===== src/rtl/tlag_pkg.sv =====
// Shared widths, constants and types of the tile layout address generator.
`default_nettype none

package tlag_pkg;

   // Limits applied to the configured display and grid sizes
   localparam int DISPLAY_DIM_MAX = 8192;
   localparam int GRID_DIM_MAX    = 16;
   localparam int CHANNEL_BITS    = 8;

   // Register widths
   localparam int DIM_W      = 14;
   localparam int GRID_W     = 5;
   localparam int BPP_W      = 3;
   localparam int CSR_IDX_W  = 3;
   localparam int CSR_DATA_W = 14;

   // Result field widths
   localparam int LEFT_W     = 13;
   localparam int TOP_OUT_W  = 21;
   localparam int SPAN_W     = 14;
   localparam int OFFSET_W   = 36;

   // Full top edge: row index times cell height
   localparam int TOP_W      = CHANNEL_BITS + DIM_W;

   // Pipeline depth
   localparam int DIV_STAGES = 4;
   localparam int NUM_STAGES = DIV_STAGES + 4;

   localparam int MIN_SPAN   = 2;

   // Stream payload widths
   localparam int REQ_DATA_W   = ((CHANNEL_BITS + 7) / 8) * 8;
   localparam int RSP_FIELDS_W = LEFT_W + TOP_OUT_W + 2 * SPAN_W + OFFSET_W;
   localparam int RSP_DATA_W   = ((RSP_FIELDS_W + 7) / 8) * 8;

   // Register indexes
   localparam logic [CSR_IDX_W-1:0] CSR_DISPLAY_WIDTH   = 3'd0;
   localparam logic [CSR_IDX_W-1:0] CSR_DISPLAY_HEIGHT  = 3'd1;
   localparam logic [CSR_IDX_W-1:0] CSR_GRID_COLUMNS    = 3'd2;
   localparam logic [CSR_IDX_W-1:0] CSR_GRID_ROWS       = 3'd3;
   localparam logic [CSR_IDX_W-1:0] CSR_BYTES_PER_PIXEL = 3'd4;

   typedef struct packed {
      logic [SPAN_W-1:0]    span_y;
      logic [SPAN_W-1:0]    span_x;
      logic [TOP_OUT_W-1:0] top;
      logic [LEFT_W-1:0]    left;
   } tile_geom_type;

endpackage

`default_nettype wire


===== src/rtl/tlag_div_pipe.sv =====
// Pipelined restoring divider, a fixed number of quotient bits per stage.
`default_nettype none

module tlag_div_pipe #(
   parameter int DIVIDEND_W = 8,
   parameter int DIVISOR_W  = 5,
   parameter int STAGES     = 4
) (
   input  wire                   clock,
   input  wire  [STAGES-1:0]     stage_en,
   input  wire  [DIVIDEND_W-1:0] dividend,
   input  wire  [DIVISOR_W-1:0]  divisor,
   output logic [DIVIDEND_W-1:0] quotient,
   output logic [DIVISOR_W-1:0]  remainder
);

   localparam int STEPS  = (DIVIDEND_W + STAGES - 1) / STAGES;
   localparam int WORK_W = STEPS * STAGES;

   // work_ff shifts dividend bits out at the top and quotient bits in at the bottom
   logic [DIVISOR_W-1:0] rem_ff  [STAGES];
   logic [WORK_W-1:0]    work_ff [STAGES];

   for (genvar s = 0; s < STAGES; s++) begin : g_stage
      logic [DIVISOR_W-1:0] rem_src;
      logic [DIVISOR_W-1:0] rem_in;
      logic [WORK_W-1:0]    work_src;
      logic [WORK_W-1:0]    work_in;

      if (s == 0) begin : g_first
         assign rem_src  = '0;
         assign work_src = WORK_W'(dividend);
      end else begin : g_next
         assign rem_src  = rem_ff[s-1];
         assign work_src = work_ff[s-1];
      end

      always_comb begin
         logic [DIVISOR_W:0] trial;
         rem_in  = rem_src;
         work_in = work_src;
         trial   = '0;
         for (int i = 0; i < STEPS; i++) begin
            trial = {rem_in, work_in[WORK_W-1]};
            if (trial >= {1'b0, divisor}) begin
               rem_in  = DIVISOR_W'(trial - {1'b0, divisor});
               work_in = {work_in[WORK_W-2:0], 1'b1};
            end else begin
               rem_in  = trial[DIVISOR_W-1:0];
               work_in = {work_in[WORK_W-2:0], 1'b0};
            end
         end
      end

      always_ff @(posedge clock) begin
         if (stage_en[s]) begin
            rem_ff[s]  <= rem_in;
            work_ff[s] <= work_in;
         end
      end
   end

   assign quotient  = work_ff[STAGES-1][DIVIDEND_W-1:0];
   assign remainder = rem_ff[STAGES-1];

endmodule

`default_nettype wire


===== src/rtl/tlag_edge_calc.sv =====
// Tile edges from cell position and size, then aligned spans.
`default_nettype none

module tlag_edge_calc (
   input  wire                              clock,
   input  wire  [1:0]                       stage_en,
   input  wire  [tlag_pkg::GRID_W-1:0]       col,
   input  wire  [tlag_pkg::CHANNEL_BITS-1:0] row,
   input  wire  [tlag_pkg::DIM_W-1:0]        cell_w,
   input  wire  [tlag_pkg::DIM_W-1:0]        cell_h,
   input  wire  [tlag_pkg::GRID_W-1:0]       cols,
   input  wire  [tlag_pkg::GRID_W-1:0]       rows,
   input  wire  [tlag_pkg::DIM_W-1:0]        disp_w,
   input  wire  [tlag_pkg::DIM_W-1:0]        disp_h,
   output logic [tlag_pkg::DIM_W-1:0]        left_pos,
   output logic [tlag_pkg::TOP_W-1:0]        top_pos,
   output tlag_pkg::tile_geom_type           geom
);

   localparam int DIM_W   = tlag_pkg::DIM_W;
   localparam int TOP_W   = tlag_pkg::TOP_W;
   localparam int XPROD_W = tlag_pkg::GRID_W + DIM_W;
   localparam int ROWCMP_W = (tlag_pkg::CHANNEL_BITS > tlag_pkg::GRID_W) ?
                             tlag_pkg::CHANNEL_BITS : tlag_pkg::GRID_W;

   logic [XPROD_W-1:0] left_prod;
   logic [XPROD_W-1:0] right_prod;
   logic [TOP_W-1:0]   top_prod;
   logic [TOP_W:0]     bottom_prod;
   logic               last_col;
   logic               last_row;

   logic [DIM_W-1:0]   left_in,   left_ff;
   logic [DIM_W-1:0]   right_in,  right_ff;
   logic [TOP_W-1:0]   top_in,    top_ff;
   logic [TOP_W-1:0]   bottom_in, bottom_ff;

   logic [DIM_W-1:0]   dx;
   logic [TOP_W-1:0]   dy;
   tlag_pkg::tile_geom_type geom_in, geom_ff;

   function automatic logic [tlag_pkg::GRID_W-1:0] GRID_W_M1(
      input logic [tlag_pkg::GRID_W-1:0] v
   );
      return v - tlag_pkg::GRID_W'(1);
   endfunction

   // Stage one: cell edges, left to a multiple of 4, top to an even line
   always_comb begin
      left_prod   = XPROD_W'(col) * XPROD_W'(cell_w);
      right_prod  = (XPROD_W'(col) + XPROD_W'(1)) * XPROD_W'(cell_w);
      top_prod    = TOP_W'(row) * TOP_W'(cell_h);
      bottom_prod = ((TOP_W + 1)'(row) + (TOP_W + 1)'(1)) * (TOP_W + 1)'(cell_h);
      last_col    = (col == GRID_W_M1(cols));
      last_row    = (ROWCMP_W'(row) == (ROWCMP_W'(rows) - ROWCMP_W'(1)));

      left_in  = {left_prod[DIM_W-1:2], 2'b00};
      right_in = last_col ? {disp_w[DIM_W-1:2], 2'b00} : {right_prod[DIM_W-1:2], 2'b00};
      top_in   = {top_prod[TOP_W-1:1], 1'b0};
      bottom_in = last_row ? TOP_W'({disp_h[DIM_W-1:1], 1'b0})
                           : {bottom_prod[TOP_W-1:1], 1'b0};
   end

   always_ff @(posedge clock) begin
      if (stage_en[0]) begin
         left_ff   <= left_in;
         right_ff  <= right_in;
         top_ff    <= top_in;
         bottom_ff <= bottom_in;
      end
   end

   assign left_pos = left_ff;
   assign top_pos  = top_ff;

   // Stage two: spans, never below the minimum
   always_comb begin
      dx = (right_ff > left_ff) ? (right_ff - left_ff) : '0;
      dy = (bottom_ff > top_ff) ? (bottom_ff - top_ff) : '0;

      geom_in.left   = left_ff[tlag_pkg::LEFT_W-1:0];
      geom_in.top    = top_ff[tlag_pkg::TOP_OUT_W-1:0];
      geom_in.span_x = (dx < DIM_W'(tlag_pkg::MIN_SPAN)) ?
                       tlag_pkg::SPAN_W'(tlag_pkg::MIN_SPAN) : tlag_pkg::SPAN_W'(dx);
      geom_in.span_y = (dy < TOP_W'(tlag_pkg::MIN_SPAN)) ?
                       tlag_pkg::SPAN_W'(tlag_pkg::MIN_SPAN) : dy[tlag_pkg::SPAN_W-1:0];
   end

   always_ff @(posedge clock) begin
      if (stage_en[1]) begin
         geom_ff <= geom_in;
      end
   end

   assign geom = geom_ff;

endmodule

`default_nettype wire


===== src/rtl/tlag_offset_calc.sv =====
// Framebuffer byte offset: top times pitch, plus left, times bytes per pixel.
`default_nettype none

module tlag_offset_calc (
   input  wire                          clock,
   input  wire  [2:0]                   stage_en,
   input  wire  [tlag_pkg::DIM_W-1:0]    left_pos,
   input  wire  [tlag_pkg::TOP_W-1:0]    top_pos,
   input  wire  [tlag_pkg::DIM_W-1:0]    disp_w,
   input  wire  [tlag_pkg::BPP_W-1:0]    bpp,
   output logic [tlag_pkg::OFFSET_W-1:0] frame_offset
);

   localparam int OFFSET_W = tlag_pkg::OFFSET_W;
   localparam int PROD_W   = tlag_pkg::TOP_W + tlag_pkg::DIM_W;
   localparam int SCALE_W  = OFFSET_W + tlag_pkg::BPP_W;

   logic [PROD_W-1:0]          prod_full;
   logic [OFFSET_W-1:0]        prod_ff;
   logic [tlag_pkg::DIM_W-1:0] left_ff;
   logic [OFFSET_W-1:0]        sum_in, sum_ff;
   logic [SCALE_W-1:0]         scaled;
   logic [OFFSET_W-1:0]        offset_ff;

   assign prod_full = PROD_W'(top_pos) * PROD_W'(disp_w);

   always_ff @(posedge clock) begin
      if (stage_en[0]) begin
         prod_ff <= prod_full[OFFSET_W-1:0];
         left_ff <= left_pos;
      end
   end

   // Everything wraps modulo the offset width
   assign sum_in = prod_ff + OFFSET_W'(left_ff);

   always_ff @(posedge clock) begin
      if (stage_en[1]) begin
         sum_ff <= sum_in;
      end
   end

   assign scaled = SCALE_W'(sum_ff) * SCALE_W'(bpp);

   always_ff @(posedge clock) begin
      if (stage_en[2]) begin
         offset_ff <= scaled[OFFSET_W-1:0];
      end
   end

   assign frame_offset = offset_ff;

endmodule

`default_nettype wire


===== src/rtl/tile_layout_address_gen_core.sv =====
// Top level of the tile layout address generator: registers, pipeline control, datapath.
//
//   Channel  Direction  Handshake              Contents
//   req_     in         req_tvalid/req_tready  channel index
//   rsp_     out        rsp_tvalid/rsp_tready  left, top, spans, byte offset
//   csr_     in         csr_wr_en              register index and write data
//
// One transaction per cycle while rsp_tready holds; the pipeline: four divider stages
// (two or four quotient bits each), edge products, spans with top times pitch,
// add of left, scale by bytes per pixel.
// Synchronous active-high reset empties the pipeline and loads register defaults.
// Each stage holds its transaction only while the next one is full and stalled,
// so bubbles close up and the input keeps flowing into empty stages while a result waits.
`default_nettype none

module tile_layout_address_gen_core (
   input  wire                               clock,
   input  wire                               reset,
   input  wire                               req_tvalid,
   output logic                              req_tready,
   input  wire  [tlag_pkg::REQ_DATA_W-1:0]    req_tdata,   // [7:0] channel_index
   output logic                              rsp_tvalid,
   input  wire                               rsp_tready,
   // [12:0] tile_left, [33:13] tile_top, [47:34] tile_span_x,
   // [61:48] tile_span_y, [97:62] frame_byte_offset
   output logic [tlag_pkg::RSP_DATA_W-1:0]    rsp_tdata,
   input  wire                               csr_wr_en,
   input  wire  [tlag_pkg::CSR_IDX_W-1:0]     csr_index,
   input  wire  [tlag_pkg::CSR_DATA_W-1:0]    csr_wr_data
);

   localparam int DIM_W      = tlag_pkg::DIM_W;
   localparam int GRID_W     = tlag_pkg::GRID_W;
   localparam int BPP_W      = tlag_pkg::BPP_W;
   localparam int NUM_STAGES = tlag_pkg::NUM_STAGES;
   localparam int DIV_STAGES = tlag_pkg::DIV_STAGES;

   // Configuration registers
   logic [DIM_W-1:0]  width_ff;
   logic [DIM_W-1:0]  height_ff;
   logic [GRID_W-1:0] cols_ff;
   logic [GRID_W-1:0] rows_ff;
   logic [BPP_W-1:0]  bpp_ff;

   always_ff @(posedge clock) begin
      if (reset) begin
         width_ff  <= DIM_W'(1920);
         height_ff <= DIM_W'(1080);
         cols_ff   <= GRID_W'(2);
         rows_ff   <= GRID_W'(2);
         bpp_ff    <= BPP_W'(3);
      end else if (csr_wr_en) begin
         unique case (csr_index)
            tlag_pkg::CSR_DISPLAY_WIDTH:   width_ff  <= csr_wr_data[DIM_W-1:0];
            tlag_pkg::CSR_DISPLAY_HEIGHT:  height_ff <= csr_wr_data[DIM_W-1:0];
            tlag_pkg::CSR_GRID_COLUMNS:    cols_ff   <= csr_wr_data[GRID_W-1:0];
            tlag_pkg::CSR_GRID_ROWS:       rows_ff   <= csr_wr_data[GRID_W-1:0];
            tlag_pkg::CSR_BYTES_PER_PIXEL: bpp_ff    <= csr_wr_data[BPP_W-1:0];
            default: ;
         endcase
      end
   end

   // Effective sizes: display clamped from above, grid counts to 1..max
   logic [DIM_W-1:0]  disp_w;
   logic [DIM_W-1:0]  disp_h;
   logic [GRID_W-1:0] cols;
   logic [GRID_W-1:0] rows;

   always_comb begin
      disp_w = (32'(width_ff) > tlag_pkg::DISPLAY_DIM_MAX) ?
               DIM_W'(tlag_pkg::DISPLAY_DIM_MAX) : width_ff;
      disp_h = (32'(height_ff) > tlag_pkg::DISPLAY_DIM_MAX) ?
               DIM_W'(tlag_pkg::DISPLAY_DIM_MAX) : height_ff;
      priority if (cols_ff == '0) begin
         cols = GRID_W'(1);
      end else if (32'(cols_ff) > tlag_pkg::GRID_DIM_MAX) begin
         cols = GRID_W'(tlag_pkg::GRID_DIM_MAX);
      end else begin
         cols = cols_ff;
      end
      priority if (rows_ff == '0) begin
         rows = GRID_W'(1);
      end else if (32'(rows_ff) > tlag_pkg::GRID_DIM_MAX) begin
         rows = GRID_W'(tlag_pkg::GRID_DIM_MAX);
      end else begin
         rows = rows_ff;
      end
   end

   // Pipeline control: a stage loads when empty or when the next one moves
   logic [NUM_STAGES-1:0] valid_in, valid_ff;
   logic [NUM_STAGES-1:0] stage_rdy;
   logic [NUM_STAGES-1:0] up_valid;
   logic [NUM_STAGES-1:0] stage_en;

   always_comb begin
      stage_rdy[NUM_STAGES-1] = !valid_ff[NUM_STAGES-1] || rsp_tready;
      for (int s = NUM_STAGES - 2; s >= 0; s--) begin
         stage_rdy[s] = !valid_ff[s] || stage_rdy[s+1];
      end
      up_valid = {valid_ff[NUM_STAGES-2:0], req_tvalid};
      stage_en = stage_rdy & up_valid;
      valid_in = (valid_ff & ~stage_rdy) | (up_valid & stage_rdy);
   end

   always_ff @(posedge clock) begin
      if (reset) begin
         valid_ff <= '0;
      end else begin
         valid_ff <= valid_in;
      end
   end

   assign req_tready = stage_rdy[0];
   assign rsp_tvalid = valid_ff[NUM_STAGES-1];

   // Column, row and cell sizes
   logic [tlag_pkg::CHANNEL_BITS-1:0] row;
   logic [GRID_W-1:0]                 col;
   logic [DIM_W-1:0]                  cell_w;
   logic [DIM_W-1:0]                  cell_h;

   tlag_div_pipe #(
      .DIVIDEND_W (tlag_pkg::CHANNEL_BITS),
      .DIVISOR_W  (GRID_W),
      .STAGES     (DIV_STAGES)
   ) u_index_div (
      .clock     (clock),
      .stage_en  (stage_en[DIV_STAGES-1:0]),
      .dividend  (req_tdata[tlag_pkg::CHANNEL_BITS-1:0]),
      .divisor   (cols),
      .quotient  (row),
      .remainder (col)
   );

   tlag_div_pipe #(
      .DIVIDEND_W (DIM_W),
      .DIVISOR_W  (GRID_W),
      .STAGES     (DIV_STAGES)
   ) u_width_div (
      .clock     (clock),
      .stage_en  (stage_en[DIV_STAGES-1:0]),
      .dividend  (disp_w),
      .divisor   (cols),
      .quotient  (cell_w),
      .remainder ()
   );

   tlag_div_pipe #(
      .DIVIDEND_W (DIM_W),
      .DIVISOR_W  (GRID_W),
      .STAGES     (DIV_STAGES)
   ) u_height_div (
      .clock     (clock),
      .stage_en  (stage_en[DIV_STAGES-1:0]),
      .dividend  (disp_h),
      .divisor   (rows),
      .quotient  (cell_h),
      .remainder ()
   );

   // Edges and spans
   logic [DIM_W-1:0]          left_pos;
   logic [tlag_pkg::TOP_W-1:0] top_pos;
   tlag_pkg::tile_geom_type   geom;

   tlag_edge_calc u_edge (
      .clock    (clock),
      .stage_en (stage_en[DIV_STAGES+1:DIV_STAGES]),
      .col      (col),
      .row      (row),
      .cell_w   (cell_w),
      .cell_h   (cell_h),
      .cols     (cols),
      .rows     (rows),
      .disp_w   (disp_w),
      .disp_h   (disp_h),
      .left_pos (left_pos),
      .top_pos  (top_pos),
      .geom     (geom)
   );

   // Byte offset
   logic [tlag_pkg::OFFSET_W-1:0] frame_offset;

   tlag_offset_calc u_offset (
      .clock        (clock),
      .stage_en     (stage_en[DIV_STAGES+3:DIV_STAGES+1]),
      .left_pos     (left_pos),
      .top_pos      (top_pos),
      .disp_w       (disp_w),
      .bpp          (bpp_ff),
      .frame_offset (frame_offset)
   );

   // Geometry follows the offset down its last two stages
   tlag_pkg::tile_geom_type geom_mid_ff;
   tlag_pkg::tile_geom_type geom_out_ff;

   always_ff @(posedge clock) begin
      if (stage_en[DIV_STAGES+2]) begin
         geom_mid_ff <= geom;
      end
      if (stage_en[DIV_STAGES+3]) begin
         geom_out_ff <= geom_mid_ff;
      end
   end

   assign rsp_tdata = tlag_pkg::RSP_DATA_W'({frame_offset,
                                             geom_out_ff.span_y,
                                             geom_out_ff.span_x,
                                             geom_out_ff.top,
                                             geom_out_ff.left});

endmodule

`default_nettype wire

===== config.mk =====
export PLATFORM = sky130hd
export DESIGN_NAME = tile_layout_address_gen_core
export DESIGN_NICKNAME = d
export VERILOG_FILES = /design/src/rtl/tlag_pkg.sv /design/src/rtl/tlag_div_pipe.sv /design/src/rtl/tlag_edge_calc.sv /design/src/rtl/tlag_offset_calc.sv /design/src/rtl/tile_layout_address_gen_core.sv
export SDC_FILE = /design/constraint.sdc
export NUM_CORES = 2
export LEC_CHECK = 0
export ABC_AREA = 1
export ABC_CLOCK_PERIOD_IN_PS = 11740
export BUFFER_PORTS_ARGS = -buffer_cell sky130_fd_sc_hd__buf_2
export CAP_MARGIN = 20
export CORE_ASPECT_RATIO = 0.75
export CORE_MARGIN = 5
export CORE_UTILIZATION = 55
export DETAILED_ROUTE_END_ITERATION = 16
export GPL_TIMING_DRIVEN = 1
export PLACE_DENSITY = 0.71
export SLEW_MARGIN = 20
export SYNTH_ARGS = -nofsm -noshare
export SYNTH_HDL_FRONTEND = slang
export SYNTH_HIERARCHICAL = 1
export SYNTH_SLANG_ARGS = --single-unit
export TNS_END_PERCENT = 10

===== constraint.sdc =====
create_clock -name clock -period 11.74 [get_ports clock]
set_clock_uncertainty 0.05 [all_clocks]
set_input_delay 0 -clock clock [delete_from_list [all_inputs] [get_ports clock]]
set_output_delay 0 -clock clock [all_outputs]
set_load 0.005 [all_outputs]

==> impl_results.md <==
- Status: finished clean
- Clk buf depth: 3
- Total Nets Final: 8390
- Slew headroom: 21.76%
- Cells after Synth: 7177
- Final Cycle Share: 63.23%
- Worst vdd ir: 0.6062 mV
- CP max FO: 9
- RSZ-0062 raised after global routing: no
- Worst r2r src: rows_ff[0]$_SDFFE_PP0P_
- Hold-critical path endpoint: u_index_div/work_ff[0][2]$_DFFE_PP_
- Drt total wl: 151700 um
- Final ANT Viol Nets: 0
- Setup crit end kind: flop
- CP dominant cell by count: nand2_1
- Grt ovf: 0
- Pre-CTS WS: 4418 ps
- Total power draw: 0.01598 W
- Core ar.: 0.1072 mm^2
- Vias in the first global route: 46340
- H-tree Lvls: 3
- Crit Path Category: flop to flop
- Fin worst setup slack: 4317 ps
- DP Area: 0.06174 mm^2
- Area Overhead vs Synth: 8.711%
- Post-layout min period: 7423 ps
- Hold depth: 2
- Number of I/O port buffers: 129
- Root buf cell: clkbuf_16
- Mapped Area: 0.05940 mm^2
- Worst hold path class: input pin to flop
- Largest stage delay on the critical path: 470 ps
- WL per Instance: 17.18 um
- GR Util All Layers: 26.70%
- Global placement routability congestion: 0.9615
- Share of layout cells above drive strength 1: 7.207%
- I/O pins: 136
- Largest net degree at the start of global routing: 67
- MaxCap Viol Count: 0
- Final setup fails: 0
- Clk_lat worst skew: 670 ps
- Detailed-route via count: 46720
- Num CTS Buffers: 68
- Most frequent cells in the layout: nand2_1, inv_1, edfxtp_1
- Max stage delay cell, worst path: nor2_1
- Placed Cells: 8653
- FP Rows: 104
- CP Data Required Time: 12080 ps
- Initial Util: 55.40%
- Non-filler cells, final: 8830
- Design area: 0.06458 mm^2
- YS warnings: 6
- P_leak: 33.04 nW
- Clock Sink Count: 612
- Crit path DAT: 7760 ps
- Global-route wire length before repair: 245400 um
- Initial antenna violation count: 7
- DR pass1 iterations: 6
- Vias per cell: 5.291
- Die Y: 294.6 um
- Clock-pin slew of the registers on the worst-case setup and hold paths: 60 ps
- Slew Limit Fails: 0
- CTS tree: done
- DRT iter0 DRCs: 3995
- Power Density: 247.4 mW/mm^2
- R2r setup slk: 4320 ps
- Setup Buffers After CTS: 0
- Fin. Hold Viols: 0
- Die width: 389.5 um
- Fmax: 134.7 MHz
- Most common cell after layout, fill and taps aside: nand2_1
- CP Launch Type: flop
- Total negative slack: 0 ps
- DR DRC count: 0
- Worst r2r path cells: 36
- FF-to-FF End: u_height_div/rem_ff[1][4]$_DFFE_PP_
- Die ar.: 0.1147 mm^2
- Hpwl dp: 116500 um
- Syn Area/Cell: 8.277 um^2
- Hold path start: req_tdata[0]
- Worst-Margin Slew: 1174 ps
==> through the flow <==
step | utilization (%) | hold WS [ps]
detailed placement | 57.58 | 128.1
CTS | 60.21 | 24.15
floorplan | - | 48.87
finish | 60.23 | 44.14
global placement | 57.58 | 128.5
global route | 60.22 | 47.66
==> worst max path at each step <==
stage                                                      to                    start  cells past startpoint
after detailed placement  u_height_div/rem_ff[1][3]$_DFFE_PP_  rows_ff[0]$_SDFFE_PP0P_                     36
after global routing      u_height_div/rem_ff[1][1]$_DFFE_PP_  rows_ff[0]$_SDFFE_PP0P_                     37
after global placement    u_height_div/rem_ff[1][0]$_DFFE_PP_  rows_ff[0]$_SDFFE_PP0P_                     37
final                     u_height_div/rem_ff[1][4]$_DFFE_PP_  rows_ff[0]$_SDFFE_PP0P_                     36
after CTS                 u_height_div/rem_ff[1][3]$_DFFE_PP_  rows_ff[0]$_SDFFE_PP0P_                     36
after floorplan           u_height_div/rem_ff[1][1]$_DFFE_PP_  rows_ff[3]$_SDFFE_PP0P_                     34
==> cell type report <==
type,count,area (um^2)
antenna,3,7.507
clock buffer,80,1777
clock inverter,44,545.5
fill,9415,42640
inverter,1545,5809
multi-input combinational,4875,35150
sequential,612,17890
tap,1431,1790
timing repair buffer,240,1609
==> sequential cells by signal (all words and copies together), names as in the netlist, 36 cells and up, named ones only <==
signal	count
rsp_tdata	62
u_offset/prod_ff	36
u_width_div/work_ff	56
geom_mid_ff	62
u_edge/geom	57
u_offset/frame_offset	36
u_height_div/work_ff	56
u_offset/sum_ff	36
==> metal layers <==
layer  vias to the layer above  track usage (%)  wire (um)
met5                         -                0         68
met3                       235            5.271      12640
met1                     22260            38.37      68560
met4                         8            6.443       3444
li1                      22600                -          -
met2                      1625            42.06      66970
==> critical path: cells and delay by family, from the launching register on <==
kind	cells	cell delay, ps
fa+ha+maj	4	1550
flops	1	300
compound gates	11	2380
buf+inv	5	730
simple gates	16	2130
==> timing repair <==
| action | in CTS | in global routing |
|---|---|---|
| hold buffers | 49 | 0 |
| gates resized for setup | 0 | 0 |
| setup endpoints to repair | 0 | 0 |
| endpoints found under the hold margin | 57 | 0 |
==> power by group <==
| part | internal (W) | switching, W | leakage, nW | total [W] |
|---|---|---|---|---|
| combinational | 0.00392 | 0.00674 | 26.4 | 0.0107 |
| sequential | 0.00297 | 0.000127 | 5.52 | 0.00310 |
| clock | 0.00127 | 0.000959 | 1.12 | 0.00222 |
| total | 0.00815 | 0.00783 | 33.0 | 0.0160 |
(Power assumes the default switching activity.)
